**src/hdl/fpa_pkg.sv**
```systemverilog
package fpa_pkg;

  localparam int unsigned FracBitsDef  = 8;
  localparam int unsigned DataWidthDef = 32;
  localparam int unsigned CmdWidth     = 4;
  localparam int unsigned PortWidth    = 32;

  typedef enum logic [CmdWidth-1:0] {
    CMD_ADD = 4'd0,
    CMD_SUB = 4'd1,
    CMD_MUL = 4'd2,
    CMD_DIV = 4'd3,
    CMD_LT  = 4'd4,
    CMD_LE  = 4'd5,
    CMD_GT  = 4'd6,
    CMD_GE  = 4'd7,
    CMD_EQ  = 4'd8,
    CMD_NE  = 4'd9,
    CMD_MIN = 4'd10,
    CMD_MAX = 4'd11,
    CMD_INC = 4'd12,
    CMD_DEC = 4'd13
  } cmd_e;

  // Result class chosen by the front end.
  typedef enum logic [2:0] {
    CLS_NONE,
    CLS_SIMPLE,
    CLS_FLAG,
    CLS_MUL,
    CLS_DIV
  } cls_e;

endpackage

```
**src/hdl/fpa_front.sv**
```systemverilog
module fpa_front #(
  parameter int unsigned DataWidth = fpa_pkg::DataWidthDef
) (
  input  logic                                clk_i,
  input  logic                                rst_ni,
  input  logic                                valid_i,
  output logic                                ready_o,
  input  logic [fpa_pkg::CmdWidth-1:0]        command_i,
  input  logic signed [fpa_pkg::PortWidth-1:0] operand_a_i,
  input  logic signed [fpa_pkg::PortWidth-1:0] operand_b_i,
  output logic                                valid_o,
  input  logic                                ready_i,
  output fpa_pkg::cls_e                       cls_o,
  output logic signed [DataWidth-1:0]         simple_o,
  output logic                                flag_o,
  output logic signed [DataWidth-1:0]         a_o,
  output logic signed [DataWidth-1:0]         b_o
);
  import fpa_pkg::*;

  logic signed [DataWidth-1:0] a, b;
  logic                        lt, eq;
  logic signed [DataWidth-1:0] simple_d, simple_q, a_q, b_q;
  logic                        flag_d, flag_q, valid_q;
  cls_e                        cls_d, cls_q;

  assign a  = operand_a_i[DataWidth-1:0];
  assign b  = operand_b_i[DataWidth-1:0];
  assign lt = a < b;
  assign eq = a == b;

  always_comb begin
    simple_d = '0;
    flag_d   = 1'b0;
    cls_d    = CLS_SIMPLE;
    unique case (command_i)
      CMD_ADD: simple_d = a + b;
      CMD_SUB: simple_d = a - b;
      CMD_MUL: cls_d = CLS_MUL;
      CMD_DIV: cls_d = CLS_DIV;
      CMD_LT:  begin cls_d = CLS_FLAG; flag_d = lt; end
      CMD_LE:  begin cls_d = CLS_FLAG; flag_d = lt | eq; end
      CMD_GT:  begin cls_d = CLS_FLAG; flag_d = !(lt | eq); end
      CMD_GE:  begin cls_d = CLS_FLAG; flag_d = !lt; end
      CMD_EQ:  begin cls_d = CLS_FLAG; flag_d = eq; end
      CMD_NE:  begin cls_d = CLS_FLAG; flag_d = !eq; end
      CMD_MIN: simple_d = lt ? a : b;
      CMD_MAX: simple_d = (!(lt | eq)) ? a : b;
      CMD_INC: simple_d = a + DataWidth'(1);
      CMD_DEC: simple_d = a - DataWidth'(1);
      default: cls_d = CLS_NONE;
    endcase
  end

  assign ready_o = !valid_q || ready_i;

  always_ff @(posedge clk_i or negedge rst_ni) begin
    if (!rst_ni) begin
      valid_q <= 1'b0;
    end else if (ready_o) begin
      valid_q <= valid_i;
    end
  end

  always_ff @(posedge clk_i) begin
    if (ready_o && valid_i) begin
      cls_q    <= cls_d;
      simple_q <= simple_d;
      flag_q   <= flag_d;
      a_q      <= a;
      b_q      <= b;
    end
  end

  assign valid_o  = valid_q;
  assign cls_o    = cls_q;
  assign simple_o = simple_q;
  assign flag_o   = flag_q;
  assign a_o      = a_q;
  assign b_o      = b_q;

endmodule

```
**config.mk**
```make
export PLATFORM = sky130hd
export DESIGN_NAME = fpa_front
export DESIGN_NICKNAME = d
export VERILOG_FILES = /design/src/hdl/fpa_pkg.sv /design/src/hdl/fpa_front.sv
export SDC_FILE = /design/constraint.sdc
export NUM_CORES = 1
export LEC_CHECK = 0
export BUFFER_PORTS_ARGS = -buffer_cell sky130_fd_sc_hd__buf_4
export CAP_MARGIN = 10
export CELL_PAD_IN_SITES_DETAIL_PLACEMENT = 1
export CELL_PAD_IN_SITES_GLOBAL_PLACEMENT = 2
export CORE_ASPECT_RATIO = 0.9
export CORE_MARGIN = 10
export CORE_UTILIZATION = 35
export CTS_BUF_LIST = sky130_fd_sc_hd__clkbuf_2 sky130_fd_sc_hd__clkbuf_4 sky130_fd_sc_hd__clkbuf_8
export DETAILED_ROUTE_END_ITERATION = 12
export GPL_TIMING_DRIVEN = 0
export PLACE_DENSITY_LB_ADDON = 0.1
export SKIP_CTS_REPAIR_TIMING = 1
export SYNTH_ARGS = -nofsm -noshare
export SYNTH_HDL_FRONTEND = slang
export SYNTH_SLANG_ARGS = --single-unit
```
**constraint.sdc**
```tcl
create_clock -name clk_i -period 3.85 [get_ports clk_i]
set_input_delay 0.385 -clock clk_i [delete_from_list [all_inputs] [get_ports clk_i]]
set_output_delay 0.385 -clock clk_i [all_outputs]
set_load 0.1 [all_outputs]
```
==> results.md <==
* CTS buffer count at 9
* Area growth syn-to-layout at 31.43%
* Seq/Total Area, Yosys at 38.49%
* CTS max path bufs at 2
* IO Port Bufs at about 170
* CTS tree: yes
* Skew final at 0.01377 ns
* Chip height at 162.2 µm
* DRT Pass-1 Iters at 5
* DP HPWL at 22.89 mm
* Share of post-route cells with drive strength above 1 at about 28%
* Tmin final at 3.769 ns
* Slowest stage cell, crit path: or3_4
* GRT Resource Usage Total at 19.24%
* LEAKAGE at 4.182 nW
* Hold Startpoint: operand_a_i[6]
* Placed insts at ~1300
* Commonest non-fill, non-tap cells in the layout: buf_4 (193), edfxtp_1 (100), a21oi_1 (83)
* Setup TNS Final at 0 ns
* Unique cell type count in the Yosys netlist at 68
* DRT antenna net count at 0
* Reg2reg start: valid_o
* Die ar. at 28880 µm²
* Mapped Avg Cell Area at 9.628 µm²
* Synthesized Nets at 955
* Crit-path max cell delay at 0.40 ns
* Syn Std Cell Area at 7866 µm²
* Clk_lat worst skew at ~0.40 ns
* Detail-routed via count per cell at 5.591
* Ports at roughly 170
* Clk sinks at just over 100
* Number of global-route vias before repair at approximately 7300
* #FFs+latches synth at 101
* Number of flops mapped to enable cells by yosys at 100
* Final Cell Area at 10340 µm²
* Non-filler cells, final at between 1000 and 1500
* Final hold violations at 0
* Cells along the critical path: buf_4 > or3_4 > or3_4 > or3_4 > nor2_4 > xnor2_1 > a21oi_1 > ha_1 > a21o_1 > a21oi_2 > nor2b_1 > a31o_2 > a41oi_2 > nor2b_4 > o21ai_2 > xor2_1 > a221o_1
* Rows at 51
* # diodes at 0
* DP Area at 9585 µm²
* Worst-margin pin slew at 0.9800 ns
* VDD IR max at 0.1882 mV
* Fillers at 2495
* Worst Setup SP: operand_b_i[19]
* Ys Warns at 0
* Worst-path fanout max at 5
* Worst Setup Start Kind: input port
* Clock-pin slew on the worst setup and hold paths at roughly 0.11 ns
* Top_reg_cell synth: edfxtp_1
* Total Power at 3.840 mW
* Grt total ovfl at 0
* WS Path Type: in2reg
* Worst Path Arrival at slightly below 4 ns
* WP data required at ~4.0 ns
* Gpl congestion at 0.8555
* Commonest non-fill, non-tap cell in the layout: buf_4
* Outcome: finished, final reports clean
* Tcrit/Tclk final at 97.89%
* Max-Cap Viols at 0
* First-pass GRT wire length at ~43 mm
* Core area at 21890 µm²
* Antenna violations before repair at 0
* Vias at 7347
* Post-synthesis instance total at 817
* Largest net degree at the start of global routing at 58
* Pwr dens at 371.4 nW/µm²
* Final setup fails at 0
* CP Capture Type: flip-flop
* Synth async-reset ratio at 0.9901%
* FMAX at 0.2654 GHz
* Max-slew violations at 0
* DR DRC count at 0
* Wire length per cell at 22.35 µm
* Die Wd at 178.0 µm
* Unrepaired setup endpoints after global routing: true
* Max-Slew Margin vs Limit at 34.43%
* Initial DRC Count at 548
* Root Buffer: clkbuf_8
* Hold Crit Class: in2reg
* Routed Wire Length at 29.36 mm
* Final Core Density at 47.24%
* Nets at 1156
* Initial Utilization at about 36%
* H-tree Lvls at 3
* Most common cell on crit path: or3_4
## kinds of logic after synthesis
group                      synth area share [%]
AOI/OAI and AO/OA                         24.00
xor gates and xnor gates                  9.798
adders and majority gates                 10.69
buffers and inverters                     3.690
DFF                                       38.49
muxes                                    0.5408
and+or+nand+nor                           12.79
## metrics by stage
stage / worst slack [ns] / hold WS [ns]
2_1_floorplan: 0.01018 / 0.08941
3_3_place_gp: -1.710 / 0.1602
3_5_place_dp: -1.706 / 0.1632
4_1_cts: -1.283 / -0.2867
5_1_grt: -0.09098 / 0.1714
6_report: 0.08140 / 0.1896
## synthesized netlist by cell type, types with 10 or more instances
library cell,instances,area (µm²)
edfxtp_1,100,3003
a21oi_1,87,435.4
ha_1,64,800.8
xnor2_1,58,508.0
nand2_1,52,195.2
nor2_1,52,195.2
inv_1,46,172.7
o21ai_0,31,155.2
xor2_1,30,262.8
clkbuf_1,23,86.33
a21o_1,21,157.7
nand3_1,19,95.09
o22ai_1,18,112.6
a221o_1,17,170.2
nor3_1,17,85.08
nand2b_1,14,87.58
a31oi_1,13,81.33
a222oi_1,12,120.1
o211ai_1,10,75.07
## layout make-up
class	count	area (µm²)	share of cell area, %
Buffer	22	148.9	1.440
Clock buffer	12	152.6	1.476
Clock inverter	4	56.30	0.5446
Inverter	46	172.7	1.670
Multi-Input combinational cell	642	4925	47.63
Sequential cell	101	3028	29.29
Tap cell	291	364.1	3.522
Timing Repair Buffer	196	1491	14.43
## flip-flops by register name (all words and copies together) (netlist names)
register	flops
valid_o	1
simple_o	32
b_o	32
a_o	32
flag_o	1
cls_o	3
## metal layers
metal | up-vias | wire length, µm | global-route usage [%]
li1 | 3523 | - | -
met1 | 3614 | 14200 | 27.84
met2 | 192 | 13130 | 29.08
met3 | 18 | 1729 | 3.338
met4 | 0 | 307 | 4.354
met5 | - | 0 | 0
## where the power goes
group	total, mW	internal, mW	leakage, nW	switching, mW
clock	0.760	0.340	0.108	0.420
sequential	1.32	1.30	0.976	0.0177
combinational	1.76	0.556	3.10	1.21
total	3.84	2.20	4.18	1.64
## path summary, 6_finish.rpt
kind,to,slack (ns),depth (start not counted)
worst min-delay path,a_o[6],0.19,1
worst min register to register,valid_o,0.55,2
worst max-delay path,simple_o[29],0.08,17
max in group asynchronous,valid_o,3.47,2
min in group asynchronous,valid_o,0.30,2
worst max register to register,b_o[17],2.09,3
## critical path, delay by kind of cell
kind,cells,cell delay (ns)
fa+ha+maj,1,0.37
xor+xnor,2,0.28
buf+inv,1,0.13
simple gates,6,1.52
compound gates,7,1.22
Note: power is estimated with default switching activity, not from simulation.
