File: src/hdl/fpa_queue.sv
module fpa_queue #(
  parameter int unsigned Width = 8,
  parameter int unsigned Depth = 2
) (
  input  logic             clk_i,
  input  logic             rst_ni,
  input  logic             valid_i,
  output logic             ready_o,
  input  logic [Width-1:0] data_i,
  output logic             valid_o,
  input  logic             ready_i,
  output logic [Width-1:0] data_o
);
  localparam int unsigned PtrW = (Depth > 1) ? $clog2(Depth) : 1;

  logic [Width-1:0]  mem_q [Depth];
  logic [PtrW-1:0]   wr_q, rd_q;
  logic [PtrW:0]     cnt_q;
  logic              push, pop;

  assign ready_o = cnt_q != (PtrW+1)'(Depth);
  assign valid_o = cnt_q != '0;
  assign push    = valid_i && ready_o;
  assign pop     = valid_o && ready_i;
  assign data_o  = mem_q[rd_q];

  always_ff @(posedge clk_i or negedge rst_ni) begin
    if (!rst_ni) begin
      wr_q  <= '0;
      rd_q  <= '0;
      cnt_q <= '0;
    end else begin
      if (push) begin
        wr_q <= (wr_q == PtrW'(Depth-1)) ? '0 : wr_q + PtrW'(1);
      end
      if (pop) begin
        rd_q <= (rd_q == PtrW'(Depth-1)) ? '0 : rd_q + PtrW'(1);
      end
      cnt_q <= cnt_q + (PtrW+1)'(push) - (PtrW+1)'(pop);
    end
  end

  always_ff @(posedge clk_i) begin
    if (push) begin
      mem_q[wr_q] <= data_i;
    end
  end

endmodule

File: config.mk
export PLATFORM = sky130hd
export DESIGN_NAME = fpa_queue
export DESIGN_NICKNAME = d
export VERILOG_FILES = /design/src/hdl/fpa_queue.sv
export SDC_FILE = /design/constraint.sdc
export NUM_CORES = 1
export LEC_CHECK = 0
export ABC_AREA = 1
export BUFFER_PORTS_ARGS = -buffer_cell sky130_fd_sc_hd__buf_2
export CAP_MARGIN = 25
export CELL_PAD_IN_SITES_DETAIL_PLACEMENT = 0
export CELL_PAD_IN_SITES_GLOBAL_PLACEMENT = 1
export CORE_ASPECT_RATIO = 0.75
export CORE_MARGIN = 1.5
export CORE_UTILIZATION = 38
export CTS_CLUSTER_SIZE = 40
export DETAILED_ROUTE_END_ITERATION = 7
export PLACE_DENSITY = 0.72
export SLEW_MARGIN = 10
export SYNTH_ARGS = -nofsm -noshare
export SYNTH_HDL_FRONTEND = slang
export SYNTH_SLANG_ARGS = --single-unit
File: constraint.sdc
create_clock -name clk_i -period 1.8 [get_ports clk_i]
set_clock_uncertainty 0.05 [all_clocks]
set_input_delay 0.18 -clock clk_i [delete_from_list [all_inputs] [get_ports clk_i]]
set_output_delay 0.18 -clock clk_i [all_outputs]
set_load 0.005 [all_outputs]
==> results of run 1 <==
[flip-flops by register name, summed over array words and instances, names as in the netlist]
register,cells
mem_q,16
wr_q,1
rd_q,1
cnt_q,2
[metal layers]
metal / global-route usage [%] / part of all wire (%) / routed length [um] / up-vias
met3: 5.49 / 4.9 / 63 / 2
met5: 0 / 0 / 0 / -
met2: 17.0 / 45 / 572 / 12
met1: 16.7 / 50 / 638 / 236
met4: 2.86 / 0.47 / 6 / 0
li1: - / - / - / 284
[logic make-up (layout without fill, tap and decap cells)]
kind of cell | Yosys count | in the layout
flops | 20 | 20
xor+xnor | 1 | 1
compound gates | 2 | 2
fa+ha+maj | 1 | 1
simple gates | 40 | 40
buf+inv | 9 | 35
[metrics by stage]
| step | total power, mW | setup slack [ps] | utilization, % |
|---|---|---|---|
| 3_3_place_gp | 1.28 | 356 | 47.2 |
| 4_1_cts | 1.49 | 280 | 49.0 |
| 6_report | 1.46 | 310 | 49.0 |
| 2_1_floorplan | 1.07 | 409 | - |
| 3_5_place_dp | 1.29 | 345 | 47.2 |
| 5_1_grt | 1.59 | 214 | 49.0 |
[worst reg2reg max path, stage by stage (launching register included)]
cell,delay (ps)
dfrtp_1,440
nand2_2,140
nand2_4,80
nor2_2,390
[report_power, final]
group | internal [mW] | switching (mW) | leakage (nW)
Clock | 0.0805 | 0.124 | 0.0154
Combinational | 0.217 | 0.313 | 0.257
Sequential | 0.643 | 0.0858 | 0.195
Total | 0.941 | 0.523 | 0.467
[cells in the final DEF (no fill, tap or decap)]
master	instances
xor2_1	1
dfrtp_1	4
nand3_1	2
inv_1	6
inv_2	2
ha_1	1
clkbuf_4	3
nand2_1	29
clkinv_1	1
edfxtp_1	16
nand2_4	1
buf_2	21
nor2_2	3
a21oi_1	1
o21ai_1	1
dlygate4sd3_1	1
nor2_1	2
nand2_2	3
buf_4	1
[area by class of cell]
class	count	area, um2
Clock buffer	3	22.5
Clock inverter	1	3.75
Fill cell	204	1040
Inverter	8	30.0
Multi-Input combinational cell	44	206
Sequential cell	20	581
Tap cell	24	30.0
Timing Repair Buffer	23	123
[what timing repair did]
| action | 4_1_cts | 5_1_grt |
|---|---|---|
| setup endpoints to repair | 0 | 0 |
| hold buffers | 1 | 0 |
| hold endpoints to repair | 4 | 0 |
[path summary, 6_finish.rpt]
check                         endpoint  slack (ps)  cells past startpoint
setup / recovery             data_o[1]         310                      4
hold / removal             mem_q[1][3]          20                      1
setup reg to reg           mem_q[1][7]         350                      3
hold reg to reg                   wr_q         490                      2
max in group asynchronous     cnt_q[0]        1410                      2
min in group asynchronous         rd_q         160                      2
==> metrics.md, run 1 <==
| Metric | Value |
|---|---|
| Outcome | `finished clean` |
| Fraction of registers with async set/reset | `between 20% and 30%` |
| Net Count, Synth | `86` |
| Simple-Gate Fraction of Synth Area | `a little over a fifth` |
| Insertion delay to the later sink of the worst-skew pair | `slightly below 300 ps` |
| First-pass GRT wire length | `roughly 2000 um` |
| Via density | `between 4 and 5` |
| Static Leak | `between 0.4 and 0.5 nW` |
| # Max-Cap Violations | `0` |
| Num rows | `14` |
| Initial antenna violation count | `0` |
| Layout cells sized above 1 | `between 30 and 40%` |
| Max-slew violation count | `0` |
| CP Capture Type | `output pin` |
| Worst EP arrival | `1260 ps` |
| Cell mode on critical path | `nand2_1` |
| # DRC | `0` |
| Main synth FF type | `edfxtp_1` |
| Post-CTS Setup Bufs | `0` |
| Resized Gates After CTS | `0` |
| CP max stage cell | `dfrtp_1` |
| Top-count cell post-synth | `nand2_1` |
| Commonest cells post-synth | `nand2_1 (29), edfxtp_1 (16), inv_1 (6)` |
| Synth area leader | `edfxtp_1` |
| Number of global-route vias before repair | `around 470` |
| Global route overflow | `0` |
| Start point of the critical path | `rd_q` |
| PD cells | `1470 nW/um2` |
| Crit-path max cell delay | `between 500 and 600 ps` |
| Per-cell routed wire length | `10.4 um` |
| DR vias | `534` |
| Crit share post-route | `82.8%` |
| Die H | `~43 um` |
| GRT Util Overall | `about an eighth` |
| Post-Syn Area | `slightly above 800 um2` |
| RR Startpoint | `cnt_q[1]` |
| PortBufs | `21` |
| CP top delay family | `flip-flops` |
| Maximum number of pins on one net before global-route repair | `12` |
| Router iterations before antenna repair | `3` |
| Die ar. | `~2500 um2` |
| Synth Area in Compound Gates | `approximately 1.2%` |
| CP Buf/Inv Count | `2` |
| Synth Area per Inst | `between 10 and 15 um2` |
| Synth Area in Adders | `roughly 1.5%` |
| Synth warn | `0` |
| Root buffer cell | `clkbuf_4` |
| Worst hold slack | `about 22 ps` |
| Setup_tns | `0 ps` |
| Syn-to-layout area delta | `21.2%` |
| Design area | `996 um2` |
| Worst-path cell chain | `inv_2 > nand2_1 > nand2_1 > buf_2` |
| Initial core utilization | `40.5%` |
| Die Wd | `around 57 um` |
| DP HPWL | `slightly below 1000 um` |
| Fmax | `671 MHz` |
| Inserted Clock Buffers | `3` |
| Post-synth EDFFs | `16` |
| Largest family of logic cells by synthesized area | `simple AND/OR/NAND/NOR gates` |
| Slew margin rel. | `67.5%` |
| Top-area cell type share of the netlist area | `58.4%` |
| Fin cells | `around 120` |
| # setup viols final | `0` |
| VDD IR max | `approximately 0.00079 V` |
| HP Class | `primary input to register` |
| Top cells by area, synth | `edfxtp_1 (58%), nand2_1 (13%), dfrtp_1 (12%), inv_1 (2.7%), nand2_2 (2.3%)` |
| CP startpoint kind | `register` |
| Dpl cells | `118` |
| Clock tree from TritonCTS | `done` |
| Post-synth cell types | `15` |
| Clock buffer depth | `2` |
| Clock sink total | `20` |
| CP required | `around 1600 ps` |
| Final nets | `around 110` |
| Final Hold Vio Count | `0` |
| Ports | `22` |
| Core ar. | `approximately 2000 um2` |
| Mapped Cells | `73` |
| Hold Startpoint | `data_i[3]` |
| Register area share after synthesis | `between 70 and 80%` |
| DRT iter0 DRCs | `7` |
| CP max FO | `9` |
| H-tree lvl count | `1` |
| Flip-flop and latch count after synthesis | `20` |
| Placed cell area | `roughly 960 um2` |
| Ant diodes | `0` |
| RSZ-0062 raised after global routing | `false` |
| Xor/xnor share of the synthesized area | `between 1 and 1.5%` |
| Critical path type | `register to output pin` |
| Clk pin slew, worst setup/hold paths | `100 ps` |
| Routability congestion estimate | `slightly above 0.7` |
| Final antenna-violating net count | `0` |
| Worst Tran Pin Value | `about 500 ps` |
| Final min period | `between 1000 and 1500 ps` |
| Wirelength, routed | `around 1300 um` |
| Multiplexer share of the synthesized area | `0%` |
(Power assumes the default switching activity.)
==> inputs of run 2 (changes only) <==
CORE_UTILIZATION = 34   (was 38)
PLACE_DENSITY = 0.68   (was 0.72)
clock period = 1.2 ns   (was 1.8 ns; I/O delays follow)
==> run 2 against run 1 <==
The run now ends with negative setup slack left. Utilization rose by 7.9 points. Clock power rose to 2.6 times the previous value. Die area rose by 11%. Setup slack got worse by 520 ps. Combinational power rose by 140%. Clock-buffer cell count did not move. Highest routed layer unchanged. Worst hold slack improved by 57 ps. First-iteration DRC count fell by 29%. Power rose by 100%.
==> metrics.md, run 2 (synthesis results as in run 1) <==
| Metric | Value |
|---|---|
| PD cells | `2260 nW/um2 (+53%)` |
| Design area | `1300 um2 (+31%)` |
| Worst EP arrival | `1570 ps (+310 ps)` |
| Final core utilization | `56.9% (+7.9 points)` |
| CP max stage cell | `dfrtp_2` |
| DR vias | `633 (+19%)` |
| Global route overflow | `0 (unchanged)` |
| Clk pin slew, worst setup/hold paths | `120 ps (+20 ps)` |
| HP Class | `primary input to asynchronous set/reset pin` |
| DRT iter0 DRCs | `5 (-2)` |
| Die H | `45.6 um (+5.3%)` |
| # Max-Cap Violations | `0 (unchanged)` |
| Wirelength, routed | `1570 um (+22%)` |
| Ports | `22 (unchanged)` |
| Static Leak | `0.588 nW (+26%)` |
| Setup ws final | `-210 ps (-519 ps)` |
| Die ar. | `2720 um2 (+11%)` |
| Die Wd | `59.8 um (+5.4%)` |
| First-pass GRT wire length | `2420 um (+19%)` |
| Final nets | `133 (+18%)` |
| GRT Util Overall | `12.7% (+0.74 points)` |
| Clock buffer depth | `2 (unchanged)` |
| Core ar. | `2290 um2 (+13%)` |
| Crit-path max cell delay | `470 ps (-70 ps)` |
| PortBufs | `21 (unchanged)` |
| Layout cells sized above 1 | `52.1% (+18 points)` |
| DP HPWL | `1010 um (+1.3%)` |
| Final min period | `roughly 1400 ps` |
| Maximum number of pins on one net before global-route repair | `13 (+1)` |
| Outcome | `finished, violations left` |
| Largest register by flop count | `mem_q` |
| Worst-path cell chain | `inv_2 > nand2_4 > nand2_4 > nand2_2 > nand2_2 > ha_4 > inv_1 > nand2_1 > nand2_2 > inv_1 > nand2_1 > nand2_1` |
| Initial core utilization | `35.9% (-4.6 points)` |
| CP Buf/Inv Count | `3 (+1)` |
| Reg2Reg Depth | `12 (+9)` |
| Critical path type | `register to register` |
| Final Power | `2.94 mW (+100%)` |
| Inserted Clock Buffers | `3 (unchanged)` |
| Initial antenna violation count | `0 (unchanged)` |
| Worst hold slack | `79.1 ps (+57.4 ps)` |
| RR Startpoint | `cnt_q[0]` |
| Num rows | `15 (+1)` |
| Router iterations before antenna repair | `4 (+1)` |
| Pre-CTS setup slack | `-197 ps (-541 ps)` |
| Clock tree from TritonCTS | `done` |
| Worst Tran Pin Value | `162 ps (-325 ps)` |
| Fmax | `709 MHz` |
| VDD IR max | `0.00135 V (+71%)` |
| CP startpoint kind | `register` |
| Max reg flops | `16 (unchanged)` |
| Routability congestion estimate | `0.685 (-5.8%)` |
| Capturing point of the worst reg2reg path | `cnt_q[1]` |
| CP top delay family | `simple AND/OR/NAND/NOR gates` |
| Number of global-route vias before repair | `599 (+28%)` |
| Most frequent cells in the layout | `buf_2 (21), nand2_1 (20), edfxtp_1 (16)` |
| CP max FO | `4 (-5)` |
| Per-cell routed wire length | `10.2 um (-1.7%)` |
| Slew margin rel. | `89.2% (+22 points)` |
| RSZ-0062 raised after global routing | `true` |
| Final antenna-violating net count | `0 (unchanged)` |
| Worst R2R Setup Slack | `-210 ps (-560 ps)` |
| # setup viols final | `29 (+29)` |
| Root buffer cell | `clkbuf_4` |
| H-tree lvl count | `1 (unchanged)` |
| Insertion delay to the later sink of the worst-skew pair | `300 ps (about the same)` |
| Ant diodes | `0 (unchanged)` |
| Violations in the final reports | `negative setup slack` |
| Crit share post-route | `117%` |
| CP Capture Type | `register` |
| Syn-to-layout area delta | `58.6%` |
| # DRC | `0 (unchanged)` |
| Clock sink total | `20 (unchanged)` |
| CP required | `1360 ps (-210 ps)` |
| Placed cell area | `1040 um2 (+8.6%)` |
| Via density | `4.14 (-4.7%)` |
| Final Hold Vio Count | `0 (unchanged)` |
| Biggest regs | `mem_q x16, cnt_q x2` |
| Commonest non-fill, non-tap cell in the layout | `buf_2` |
| Max-slew violation count | `0 (unchanged)` |
[run 2: cell types whose count changed in the layout (fill, tap and decap cells not counted), moves of 2 or more]
| cell | change |
|---|---|
| nor2_4 | +3 |
| dfrtp_2 | +2 |
| dfrtp_1 | -2 |
| buf_4 | +4 |
| nand2_2 | +8 |
| dlygate4sd3_1 | +8 |
| nor2_1 | -2 |
| buf_6 | +8 |
| nand2_1 | -9 |
[run 2: final cells by class]
type                    instances  area (um2)
repair buffers                 43         323
flip-flops and latches         20         583
clock inverters                 1        30.0
multi-input cells              44         270
fillers                       220         986
well taps                      34        42.5
inverters                       8        32.5
clock buffers                   3        22.5
[run 2: what timing repair did]
action	4_1_cts	5_1_grt
resized for setup	20	6
hold buffers	9	0
endpoints found under the setup margin	26	29
hold endpoints to repair	20	0
pin swaps	16	8
buffers inserted	3	1
[run 2: stage by stage]
step                      cells  setup TNS [ps]
after global routing        153           -5350
final                       153           -3650
after detailed placement    136           -1270
after CTS                   152           -3480
after floorplan              73            -847
after global placement      136           -1410
[run 2: worst reg2reg max path, cell delays in order, from the launching register on]
cell and delay (ps):
dfrtp_2 470, inv_2 60, nand2_4 90, nand2_4 70, nand2_2 80, nand2_2 60
ha_4 160, inv_1 50, nand2_1 50, nand2_2 70, inv_1 30, nand2_1 50
nand2_1 40
[run 2: metal layers]
layer | vias to the layer above | wire (um) | GRT usage, %
met5 | - | 0 | 0
met4 | 0 | 11 | 4.00
met3 | 2 | 74 | 5.11
met2 | 15 | 838 | 22.8
met1 | 292 | 643 | 13.8
li1 | 324 | - | -
[run 2: worst max-delay path by stage]
stage	start	to	slack [ps]	cells after the start
final	cnt_q[0]	cnt_q[1]	-210	12
after global routing	cnt_q[0]	cnt_q[1]	-300	11
after CTS	cnt_q[0]	cnt_q[1]	-190	11
after global placement	cnt_q[1]	cnt_q[1]	-170	11
after floorplan	cnt_q[1]	cnt_q[1]	-120	9
after detailed placement	cnt_q[1]	cnt_q[1]	-200	11
[run 2: power by group]
| group | internal (mW) | switching (mW) | leakage, nW | total (mW) |
|---|---|---|---|---|
| combinational | 0.648 | 0.629 | 0.367 | 1.28 |
| sequential | 0.973 | 0.157 | 0.193 | 1.13 |
| clock | 0.338 | 0.196 | 0.0279 | 0.534 |
| total | 1.96 | 0.983 | 0.588 | 2.94 |
==> inputs of run 3 (changes only) <==
CORE_UTILIZATION = 40   (was 34)
CTS_CLUSTER_SIZE = 20   (was 40)
PLACE_DENSITY = 0.75   (was 0.68)
clock period = 1.69 ns   (was 1.2 ns; I/O delays follow)
==> run 3 against run 2 <==
The flow now finishes without violations. Die area decreased by 14%. Global-route usage increased by 0.22 points. Final area decreased by 16%. Critical path type is now register to output pin. Largest power group is now sequential cells.
==> metrics.md, run 3 (synthesis results as in run 1) <==
| Metric | Value |
|---|---|
| CP Buf/Inv Count | `2 (-1)` |
| PortBufs | `21 (unchanged)` |
| Root buffer cell | `clkbuf_4` |
| Placed cell area | `972 um2 (-6.7%)` |
| Sw Share | `34.4% (+0.99 points)` |
| Inserted Clock Buffers | `3 (unchanged)` |
| Worst Tran Pin Value | `351 ps (+189 ps)` |
| Critical path type | `register to output pin` |
| Hold EP | `wr_q` |
| CP required | `1470 ps (+110 ps)` |
| Outcome | `finished clean` |
| Cell mode on critical path | `nand2_1` |
| Final Power | `1.64 mW (-44%)` |
| RSZ-0062 raised after global routing | `false` |
| Crit-path max cell delay | `560 ps (+90 ps)` |
| Clk pin slew, worst setup/hold paths | `100 ps (-20 ps)` |
| CP Capture Type | `output pin` |
| Insertion delay to the later sink of the worst-skew pair | `290 ps (about the same)` |
| DRT iter0 DRCs | `17 (+12)` |
| Final nets | `123 (-7.5%)` |
| Die H | `42.3 um (-7.3%)` |
| Setup_tns | `0 ps (+3650 ps)` |
| Final min period | `roughly 1500 ps` |
| Seq pwr share | `47.4% (+9.0 points)` |
| Clock buffer depth | `2 (unchanged)` |
| Die Wd | `55.3 um (-7.4%)` |
| Combinational share of power | `36.7% (-6.7 points)` |
| Initial antenna violation count | `0 (unchanged)` |
| Post-CTS Setup Bufs | `0 (-3)` |
| GRT Util Overall | `12.9% (+0.22 points)` |
| Per-cell routed wire length | `10.4 um (+1.2%)` |
| CP top delay family | `flip-flops` |
| Ports | `22 (unchanged)` |
| Hold Startpoint | `valid_i` |
| Via density | `4.49 (+8.5%)` |
| First-pass GRT wire length | `2280 um (-5.7%)` |
| Most frequent cells in the layout | `nand2_1 (29), buf_2 (21), edfxtp_1 (16)` |
| Final antenna-violating net count | `0 (unchanged)` |
| Reg2Reg Depth | `11 (-1)` |
| Router iterations before antenna repair | `4 (unchanged)` |
| # Max-Cap Violations | `0 (unchanged)` |
| Ant diodes | `0 (unchanged)` |
| Biggest regs | `mem_q x16, cnt_q x2` |
| Core ar. | `1840 um2 (-20%)` |
| Layout cells sized above 1 | `33.9% (-18 points)` |
| Wirelength, routed | `1360 um (-13%)` |
| Static Leak | `0.517 nW (-12%)` |
| Syn-to-layout area delta | `33.6%` |
| Commonest non-fill, non-tap cell in the layout | `nand2_1` |
| Max reg flops | `16 (unchanged)` |
| H-tree lvl count | `1 (unchanged)` |
| Max-slew violation count | `0 (unchanged)` |
| Die ar. | `2340 um2 (-14%)` |
| Resized Gates After CTS | `0 (-100%)` |
| Design area | `1100 um2 (-16%)` |
| Worst R2R Setup Slack | `260 ps (+470 ps)` |
| HP Class | `primary input to register` |
| Worst EP arrival | `1300 ps (-270 ps)` |
| Final Hold Vio Count | `0 (unchanged)` |
| Capturing point of the worst reg2reg path | `cnt_q[1]` |
| CP max FO | `9 (+5)` |
| Clock power share | `15.9% (-2.2 points)` |
| Initial core utilization | `44.7% (+8.8 points)` |
| RR Startpoint | `cnt_q[0]` |
| Crit share post-route | `between 80% and 90%` |
| CTS Hold Bufs | `4 (-5)` |
| Clock sink total | `20 (unchanged)` |
| PD cells | `1490 nW/um2 (-34%)` |
| Pint | `1.08 mW (-45%)` |
| CP startpoint kind | `register` |
| Num rows | `13 (-2)` |
| # setup viols final | `0 (-100%)` |
| Global route overflow | `0 (unchanged)` |
| Maximum number of pins on one net before global-route repair | `12 (-1)` |
| DR vias | `588 (-7.1%)` |
| Number of global-route vias before repair | `539 (-10%)` |
| CP max stage cell | `dfrtp_1` |
| Largest register by flop count | `mem_q` |
| Fmax | `about 660 MHz` |
| # DRC | `0 (unchanged)` |
| Worst-path cell chain | `inv_2 > nand2_1 > nand2_1 > buf_2` |
| VDD IR max | `0.00121 V (-10%)` |
| DP HPWL | `992 um (-1.5%)` |
| Routability congestion estimate | `0.759 (+11%)` |
| Clock tree from TritonCTS | `done` |
| Hold Path Cell Cnt | `3` |
| P_sw | `0.565 mW (-43%)` |
| Slew margin rel. | `76.6% (-13 points)` |
## run 3: worst max-delay path by stage
stage,from,to,slack [ps],cells after the start
after floorplan,cnt_q[1],mem_q[0][0],300,3
after global placement,cnt_q[0],cnt_q[1],300,11
after detailed placement,cnt_q[0],cnt_q[1],270,11
after CTS,rd_q,data_o[6],160,4
after global routing,rd_q,data_o[3],60,4
final,rd_q,data_o[6],170,4
## run 3: through the flow
step / utilization, % / cells / setup slack (ps) / hold WS, ps
after floorplan: - / 73 / 299 / -177
after global placement: 52.9 / 118 / 298 / -69.8
after detailed placement: 52.9 / 118 / 274 / -63.0
after CTS: 57.0 / 126 / 161 / 1.10
after global routing: 59.8 / 131 / 64.2 / 134
final: 59.8 / 131 / 175 / 135
## run 3: worst reg2reg max path: stages, from the launching register on
cell and delay [ps]:
dfrtp_1 430, nor2_1 180, nor2_2 70, nand2_2 60, nand2_1 50, ha_1 180, inv_1 50, nand2_1 60
nand2_2 60, inv_1 40, nand2_1 50, nand2_1 50
## run 3: layout make-up
type	instances	area, um2
Inverter	8	30.0
Fill cell	158	739
Timing Repair Buffer	33	218
Multi-Input combinational cell	44	206
Clock buffer	4	36.3
Tap cell	22	27.5
Sequential cell	20	581
## run 3: power groups by stage
stage                     Sequential [mW]  Clock, mW  Combinational [mW]
final                               0.777      0.261               0.603
after global routing                0.790      0.301               0.697
after CTS                           0.779      0.273               0.607
after detailed placement            0.790          0               0.598
after global placement              0.786          0               0.587
after floorplan                     0.745          0               0.391
## run 3: metal layers
layer | wire, um | track usage [%] | up-vias
met3 | 56 | 4.63 | 2
met2 | 660 | 21.9 | 12
met5 | 0 | 0 | -
li1 | - | - | 306
met1 | 624 | 15.4 | 268
met4 | 15 | 4.39 | 0
